## config.mk

```make
export PLATFORM = sky130hd
export DESIGN_NAME = prime_field_modular_alu
export DESIGN_NICKNAME = d
export VERILOG_FILES = /design/src/design/pfa_pkg.sv /design/src/design/prime_field_modular_alu.sv /design/src/design/pfa_modmul.sv
export SDC_FILE = /design/constraint.sdc
export NUM_CORES = 1
export LEC_CHECK = 0
export BUFFER_PORTS_ARGS = -buffer_cell sky130_fd_sc_hd__buf_4
export CAP_MARGIN = 20
export CORE_ASPECT_RATIO = 2
export CORE_MARGIN = 2
export CORE_UTILIZATION = 30
export CTS_CLUSTER_DIAMETER = 40
export DETAILED_ROUTE_END_ITERATION = 6
export MAX_ROUTING_LAYER = met4
export SLEW_MARGIN = 20
export SYNTH_ARGS = -nofsm -noshare
export SYNTH_HDL_FRONTEND = slang
export SYNTH_SLANG_ARGS = --single-unit
```

## constraint.sdc

```tcl
create_clock -name aclk -period 23.4 [get_ports aclk]
set_input_delay 1.17 -clock aclk [delete_from_list [all_inputs] [get_ports aclk]]
set_output_delay 1.17 -clock aclk [all_outputs]
set_load 0.05 [all_outputs]
```

## src/design/pfa_pkg.sv

```systemverilog
// ----------------------------------------------------------------------------
// pfa_pkg
// Shared types and constants for the prime field modular ALU.
// ----------------------------------------------------------------------------
package pfa_pkg;

    localparam int VALUE_BITS = 30;
    localparam int EXP_BITS   = 64;
    localparam int CNT_W      = $clog2(VALUE_BITS);
    localparam int S_TDATA_W  = ((2 * VALUE_BITS + EXP_BITS + 7) / 8) * 8;
    localparam int M_TDATA_W  = ((VALUE_BITS + 1 + 7) / 8) * 8;

    localparam logic [VALUE_BITS-1:0] MODULUS_RESET = VALUE_BITS'(536903681);

    typedef enum logic [2:0] {
        OP_ADD = 3'd0,
        OP_SUB = 3'd1,
        OP_NEG = 3'd2,
        OP_MUL = 3'd3,
        OP_POW = 3'd4,
        OP_INV = 3'd5,
        OP_CMP = 3'd6
    } op_t;

    typedef enum logic [2:0] {
        S_IDLE,
        S_RED_A,
        S_RED_B,
        S_MUL,
        S_POW_CHK,
        S_POW_MUL,
        S_POW_SQR,
        S_DONE
    } state_t;

    typedef struct packed {
        logic                  start;
        logic [VALUE_BITS-1:0] x;
        logic [VALUE_BITS-1:0] y;
    } mul_req_t;

endpackage

```

## src/design/prime_field_modular_alu.sv

```systemverilog
// ----------------------------------------------------------------------------
// prime_field_modular_alu
// Arithmetic over GF(p): add, sub, negate, multiply, power, inverse, compare.
// ----------------------------------------------------------------------------
// Usage:
//   s_ channel: one word per operation, op in s_tuser. s_tready is high only
//   while the unit is idle; one word is worked on at a time.
//   m_ channel: one result word per input word, held in an output register,
//   so a new input word is taken while the previous result waits.
//   cfg_wr_en/cfg_wr_data write the modulus; write only while idle.
// Sequence per op (all reductions and products run through one
// bit-serial modular multiplier):
//   modulus <= 1 or undefined op: straight to the result, no multiplier pass.
//   negate: reduce a. add, sub, compare: reduce a, b. multiply: also a * b.
//   power/inverse: reduce a, then per exponent bit up to the highest set bit
//   a multiply into the result if the bit is set and a square of the base.
// Reset clears the sequencer and output valid and loads the default modulus.
// When m_tready is low the result stays in place and the unit waits in its
// final state until the output register frees up.
// ----------------------------------------------------------------------------
module prime_field_modular_alu
    import pfa_pkg::*;
(
    input  logic                  aclk,
    input  logic                  aresetn,
    input  logic                  cfg_wr_en,
    input  logic [VALUE_BITS-1:0] cfg_wr_data,
    input  logic                  s_tvalid,
    output logic                  s_tready,
    input  logic [S_TDATA_W-1:0]  s_tdata,   // a, b, exponent, zero pad
    input  logic [2:0]            s_tuser,   // op
    output logic                  m_tvalid,
    input  logic                  m_tready,
    output logic [M_TDATA_W-1:0]  m_tdata    // result, equal, zero pad
);

    state_t state_reg, state_next;

    logic [VALUE_BITS-1:0] modulus_reg;
    op_t                   op_reg;
    logic                  trivial_reg;
    logic [VALUE_BITS-1:0] a_reg;
    logic [VALUE_BITS-1:0] b_reg;
    logic [VALUE_BITS-1:0] acc_reg;
    logic [EXP_BITS-1:0]   exp_reg;

    logic                  m_tvalid_reg;
    logic [VALUE_BITS-1:0] m_result_reg;
    logic                  m_equal_reg;

    mul_req_t              mul_req;
    logic                  mul_done;
    logic [VALUE_BITS-1:0] mul_product;

    logic                  accept;
    logic                  out_load;
    op_t                   op_in;
    logic                  op_known;
    logic                  trivial_in;
    logic                  needs_b;
    logic [VALUE_BITS-1:0] s_a;
    logic [VALUE_BITS-1:0] s_b;
    logic [EXP_BITS-1:0]   s_exp;
    logic [VALUE_BITS:0]   add_sum;
    logic [VALUE_BITS-1:0] res_next;
    logic                  eq_next;

    assign s_a   = s_tdata[VALUE_BITS-1:0];
    assign s_b   = s_tdata[2*VALUE_BITS-1:VALUE_BITS];
    assign s_exp = s_tdata[2*VALUE_BITS+EXP_BITS-1:2*VALUE_BITS];
    assign op_in = op_t'(s_tuser);

    assign s_tready = (state_reg == S_IDLE);
    assign accept   = s_tvalid && s_tready;
    assign out_load = (state_reg == S_DONE) && (!m_tvalid_reg || m_tready);

    always_comb begin
        unique case (op_in)
            OP_ADD, OP_SUB, OP_NEG, OP_MUL, OP_POW, OP_INV, OP_CMP: op_known = 1'b1;
            default: op_known = 1'b0;
        endcase
        trivial_in = (modulus_reg <= VALUE_BITS'(1)) || !op_known;
    end

    always_comb begin
        unique case (op_reg)
            OP_ADD, OP_SUB, OP_MUL, OP_CMP: needs_b = 1'b1;
            default:                        needs_b = 1'b0;
        endcase
    end

    pfa_modmul u_modmul (
        .aclk    (aclk),
        .aresetn (aresetn),
        .req     (mul_req),
        .modulus (modulus_reg),
        .done    (mul_done),
        .product (mul_product)
    );

    // next state
    always_comb begin
        state_next = state_reg;
        unique case (state_reg)
            S_IDLE: begin
                if (s_tvalid) state_next = trivial_in ? S_DONE : S_RED_A;
            end
            S_RED_A: begin
                if (mul_done) begin
                    if (needs_b) state_next = S_RED_B;
                    else if (op_reg == OP_POW || op_reg == OP_INV) state_next = S_POW_CHK;
                    else state_next = S_DONE;
                end
            end
            S_RED_B: begin
                if (mul_done) state_next = (op_reg == OP_MUL) ? S_MUL : S_DONE;
            end
            S_MUL: begin
                if (mul_done) state_next = S_DONE;
            end
            S_POW_CHK: begin
                if (exp_reg == '0) state_next = S_DONE;
                else               state_next = exp_reg[0] ? S_POW_MUL : S_POW_SQR;
            end
            S_POW_MUL: begin
                if (mul_done) state_next = S_POW_SQR;
            end
            S_POW_SQR: begin
                if (mul_done) state_next = S_POW_CHK;
            end
            S_DONE: begin
                if (!m_tvalid_reg || m_tready) state_next = S_IDLE;
            end
            default: state_next = S_IDLE;
        endcase
    end

    // multiplier requests
    always_comb begin
        mul_req.start = 1'b0;
        mul_req.x     = VALUE_BITS'(1);
        mul_req.y     = s_a;
        unique case (state_reg)
            S_IDLE: begin
                mul_req.start = accept && !trivial_in;
            end
            S_RED_A: begin
                mul_req.start = mul_done && needs_b;
                mul_req.y     = b_reg;
            end
            S_RED_B: begin
                mul_req.start = mul_done && (op_reg == OP_MUL);
                mul_req.x     = a_reg;
                mul_req.y     = mul_product;
            end
            S_POW_CHK: begin
                mul_req.start = (exp_reg != '0);
                mul_req.x     = exp_reg[0] ? acc_reg : a_reg;
                mul_req.y     = a_reg;
            end
            S_POW_MUL: begin
                mul_req.start = mul_done;
                mul_req.x     = a_reg;
                mul_req.y     = a_reg;
            end
            S_MUL, S_POW_SQR, S_DONE: begin
                mul_req.start = 1'b0;
            end
            default: mul_req.start = 1'b0;
        endcase
    end

    // final result
    always_comb begin
        add_sum  = {1'b0, a_reg} + {1'b0, b_reg};
        res_next = '0;
        eq_next  = 1'b0;
        if (trivial_reg) begin
            eq_next = (op_reg == OP_CMP);
        end else begin
            unique case (op_reg)
                OP_ADD: res_next = (add_sum >= {1'b0, modulus_reg})
                                 ? VALUE_BITS'(add_sum - {1'b0, modulus_reg})
                                 : VALUE_BITS'(add_sum);
                OP_SUB: res_next = (a_reg >= b_reg) ? a_reg - b_reg
                                                    : a_reg + (modulus_reg - b_reg);
                OP_NEG: res_next = (a_reg == '0) ? '0 : modulus_reg - a_reg;
                OP_MUL, OP_POW, OP_INV: res_next = acc_reg;
                OP_CMP: eq_next = (a_reg == b_reg);
                default: res_next = '0;
            endcase
        end
    end

    always_ff @(posedge aclk) begin
        if (!aresetn) begin
            state_reg    <= S_IDLE;
            modulus_reg  <= MODULUS_RESET;
            m_tvalid_reg <= 1'b0;
        end else begin
            state_reg <= state_next;
            if (cfg_wr_en) modulus_reg <= cfg_wr_data;
            if (out_load)      m_tvalid_reg <= 1'b1;
            else if (m_tready) m_tvalid_reg <= 1'b0;
        end
    end

    always_ff @(posedge aclk) begin
        if (accept) begin
            op_reg      <= op_in;
            trivial_reg <= trivial_in;
            a_reg       <= s_a;
            b_reg       <= s_b;
            exp_reg     <= s_exp;
        end
        if (mul_done) begin
            unique case (state_reg)
                S_RED_A: begin
                    a_reg   <= mul_product;
                    acc_reg <= VALUE_BITS'(1);
                    if (op_reg == OP_INV) begin
                        exp_reg <= EXP_BITS'(modulus_reg - VALUE_BITS'(2));
                    end
                end
                S_RED_B:   b_reg   <= mul_product;
                S_MUL:     acc_reg <= mul_product;
                S_POW_MUL: acc_reg <= mul_product;
                S_POW_SQR: begin
                    a_reg   <= mul_product;
                    exp_reg <= exp_reg >> 1;
                end
                default: ;
            endcase
        end
        if (out_load) begin
            m_result_reg <= res_next;
            m_equal_reg  <= eq_next;
        end
    end

    assign m_tvalid = m_tvalid_reg;
    assign m_tdata  = {{(M_TDATA_W-VALUE_BITS-1){1'b0}}, m_equal_reg, m_result_reg};

endmodule

```

## src/design/pfa_modmul.sv

```systemverilog
// ----------------------------------------------------------------------------
// pfa_modmul
// Bit-serial modular multiplier: (x * y) mod m, one bit of y per cycle,
// MSB first. x must be below m; y may be any value, so x = 1 reduces y.
// ----------------------------------------------------------------------------
module pfa_modmul
    import pfa_pkg::*;
(
    input  logic                  aclk,
    input  logic                  aresetn,
    input  mul_req_t              req,
    input  logic [VALUE_BITS-1:0] modulus,
    output logic                  done,
    output logic [VALUE_BITS-1:0] product
);

    logic                  busy_reg;
    logic                  done_reg;
    logic [CNT_W-1:0]      cnt_reg;
    logic [VALUE_BITS-1:0] x_reg;
    logic [VALUE_BITS-1:0] y_reg;
    logic [VALUE_BITS-1:0] acc_reg;
    logic [VALUE_BITS-1:0] acc_next;

    logic [VALUE_BITS:0] mod_ext;
    logic [VALUE_BITS:0] dbl;
    logic [VALUE_BITS:0] dbl_red;
    logic [VALUE_BITS:0] sum;

    always_comb begin
        mod_ext  = {1'b0, modulus};
        dbl      = {acc_reg, 1'b0};
        dbl_red  = (dbl >= mod_ext) ? dbl - mod_ext : dbl;
        sum      = dbl_red + (y_reg[VALUE_BITS-1] ? {1'b0, x_reg} : '0);
        acc_next = (sum >= mod_ext) ? VALUE_BITS'(sum - mod_ext) : VALUE_BITS'(sum);
    end

    always_ff @(posedge aclk) begin
        if (!aresetn) begin
            busy_reg <= 1'b0;
            done_reg <= 1'b0;
        end else begin
            done_reg <= 1'b0;
            if (req.start) begin
                busy_reg <= 1'b1;
            end else if (busy_reg && cnt_reg == CNT_W'(VALUE_BITS - 1)) begin
                busy_reg <= 1'b0;
                done_reg <= 1'b1;
            end
        end
    end

    always_ff @(posedge aclk) begin
        if (req.start) begin
            x_reg   <= req.x;
            y_reg   <= req.y;
            acc_reg <= '0;
            cnt_reg <= '0;
        end else if (busy_reg) begin
            acc_reg <= acc_next;
            y_reg   <= {y_reg[VALUE_BITS-2:0], 1'b0};
            cnt_reg <= cnt_reg + CNT_W'(1);
        end
    end

    assign done    = done_reg;
    assign product = acc_reg;

endmodule

```

==> results.json <==
{
  "cts_buffers": 47,
  "synth-adder-area-share_pct": 12.4,
  "fin_tns_setup_ns": 0,
  "detail-route-antenna-nets": 0,
  "clk_pin_slew_ns": 0.07,
  "grt_pass1_vias": 30423,
  "nNetsFinal": 4381,
  "cts_hold_buf": 0,
  "hp-class": "reg2reg",
  "wl_per_cell_microns": 24.2,
  "die_w_microns": 229,
  "arrival_ns": 10.73,
  "synth_nets": 4307,
  "chipHeight_microns": 453,
  "synth_top_family_by_area": "compound AO/OA/AOI/OAI gates",
  "port_buffers": 194,
  "synthMuxAreaShare_pct": 5.17,
  "start_util_pct": 30.3,
  "first_pass_iters": 7,
  "grt_setup_unrepaired": "false",
  "grt_usage_pct": 25.0,
  "antenna_found_initial": 5,
  "synth_area_per_cell_sq_um": 7.83,
  "worstPathMaxFanout": 27,
  "crit_type": "reg2reg",
  "largest_reg_flops": 64,
  "syn-instance-count": 3863,
  "most-common-layout-cells": "nand2_1 (405), o21ai_0 (373), a21oi_1 (312)",
  "synth_edf_count": 125,
  "final_cell_count_no_fill": 5309,
  "cts-root-buf": "clkbuf_16",
  "cp_slowest_stage_delay_ns": 0.91,
  "final_common_cell": "nand2_1",
  "routed-via-count": 29906,
  "synth_compound_area_share_pct": 25.6,
  "fin_util_pct": 34.6,
  "boundaryPins": 200,
  "syn_area_sq_mm": 0.0302,
  "dp_cells": 5216,
  "synth-simple-area-share_pct": 19.3,
  "ys_async_sr_fraction_pct": 0,
  "wl_microns": 128000,
  "cpMostUsedCell": "ha_1",
  "grt_max_degree": 71,
  "dp_hpwl_microns": 104000,
  "via_per_inst": 5.63,
  "post_cts.repair.setup_buffers": 0,
  "fin_skew_ns": 0.0494,
  "cts.repair.resized": 0,
  "violations": "DRC",
  "grt_overflow": 0,
  "seqCellArea_sq_mm": 0.00767,
  "row_count": 164,
  "cp-start-kind": "register",
  "final.fill_count": 10631,
  "cts_tree": "built",
  "multiInputGateArea_sq_mm": 0.0209,
  "required_ns": 23.86,
  "seq_area_frac_synth_pct": 25.3,
  "h-tree-depth": 2,
  "ys.flop_type": "dfxtp_1",
  "cts_sinks": 320,
  "clk_path_buf_depth": 3,
  "grt_pass1_wl_microns": 190000,
  "final_max_slew_viol_count": 0,
  "yosysUniqueCellTypes": 94,
  "maxCapViolCount": 0,
  "fmax_ghz": 0.0974,
  "ys_warn_count": 0,
  "ys_ff_latch": 320,
  "end_kind": "register",
  "area_growth_pct": 14.2,
  "drive_gt1_share_pct": 10.2,
  "dieArea_sq_mm": 0.104,
  "clk-insertion-delay-late_ns": 0.65,
  "status": "finished, violations left",
  "min_period_over_period_pct": 43.9,
  "drc": 4,
  "relSlewSlack_pct": 18.5,
  "crit_slowest_cell": "o311ai_0",
  "synth_xor_area_share_pct": 6.66,
  "drt_iter0_markers": 1924,
  "hold_viol_final": 0,
  "setup_viol": 0,
  "fin_crit_ns": 10.27,
  "routabilityCongestion": 1.05,
  "coreArea_sq_mm": 0.0999,
  "worst_pin_slew_ns": 1.22
}
[worst max-delay path, delay by kind of cell, from the launching register on]
family                   cells  cell delay, ns
adder cells (fa/ha/maj)      4            1.26
flip-flops                   1            0.72
multiplexers                 1            0.37
AO/OA/AOI/OAI               13            3.97
XOR/XNOR                     1            0.18
AND/OR/NAND/NOR              8            2.48
buffers and inverters        3            1.04
[final cells by class]
class	instances	area share (%)
timing repair buffer	243	5.34
inverter	224	2.43
clock inverter	35	1.01
clock buffer	53	3.56
tap	1328	4.81
antenna	5	0.0362
sequential	320	22.2
multi-input combinational	3101	60.6
[per-stage QoR]
| stage | hold WS, ns | area, sq um | worst slack, ns |
|---|---|---|---|
| after global placement | 0.476 | 32900 | 13.44 |
| final | 0.491 | 34600 | 13.13 |
| after floorplan | 0.451 | 30200 | 15.94 |
| after CTS | 0.487 | 34500 | 13.27 |
| after global routing | 0.525 | 34600 | 12.56 |
| after detailed placement | 0.480 | 33000 | 13.34 |
[routing by layer]
| layer | share of wire, % | track usage, % | vias to the layer above |
|---|---|---|---|
| li1 | - | - | 14208 |
| met4 | 10 | 21.9 | 0 |
| met2 | 50 | 43.8 | 1079 |
| met3 | 4.7 | 2.90 | 412 |
| met5 | 0 | - | - |
| met1 | 35 | 24.5 | 14207 |
[Yosys cell counts, types with 12 or more instances]
cell type	n	share of area (%)
o21ai_0	373	6.2
a31oi_1	40	0.83
and2_1	47	0.97
o21a_1	20	0.50
o21bai_1	32	0.79
buf_1	18	0.22
inv_1	222	2.8
edfxtp_1	125	12
a222oi_1	19	0.63
o31ai_1	23	0.57
nand4_1	50	1.0
a22o_1	32	0.93
o211ai_1	65	1.6
nor2_1	273	3.4
ha_1	242	10
a21oi_1	312	5.2
a221oi_1	12	0.35
and3_1	53	1.1
nand3_1	112	1.9
o221ai_1	33	0.96
nor3_1	46	0.76
clkbuf_1	181	2.2
nand2_1	407	5.1
nor4_1	45	0.93
a311oi_1	17	0.49
dfxtp_1	195	13
fa_1	36	2.4
mux2i_1	127	4.2
or3_1	23	0.48
nor2b_1	62	1.3
mux2_2	26	0.97
xor2_1	68	2.0
nand2b_1	44	0.91
a21o_1	89	2.2
a211oi_1	48	1.2
xnor2_1	160	4.6
buf_2	14	0.23
[logic make-up after synthesis]
group | after synthesis
AOI/OAI and AO/OA | 1223
and+or+nand+nor | 1217
buffers and inverters | 442
DFF | 320
adders and majority gates | 278
xor gates and xnor gates | 229
muxes | 153
other | 1
[worst paths after layout]
check             cells after the start           start                    to  slack, ns
hold / removal                        2     exp_reg[21]           exp_reg[20]       0.49
setup / recovery                     30  modulus_reg[1]  u_modmul.product[18]      13.13
setup reg to reg                     30  modulus_reg[1]  u_modmul.product[18]      13.13
hold reg to reg                       2     exp_reg[21]           exp_reg[20]       0.49
Power is left out: the tool's default activity adds up to more than one toggle a clock period on the data nets, which glitch-free logic cannot reach.
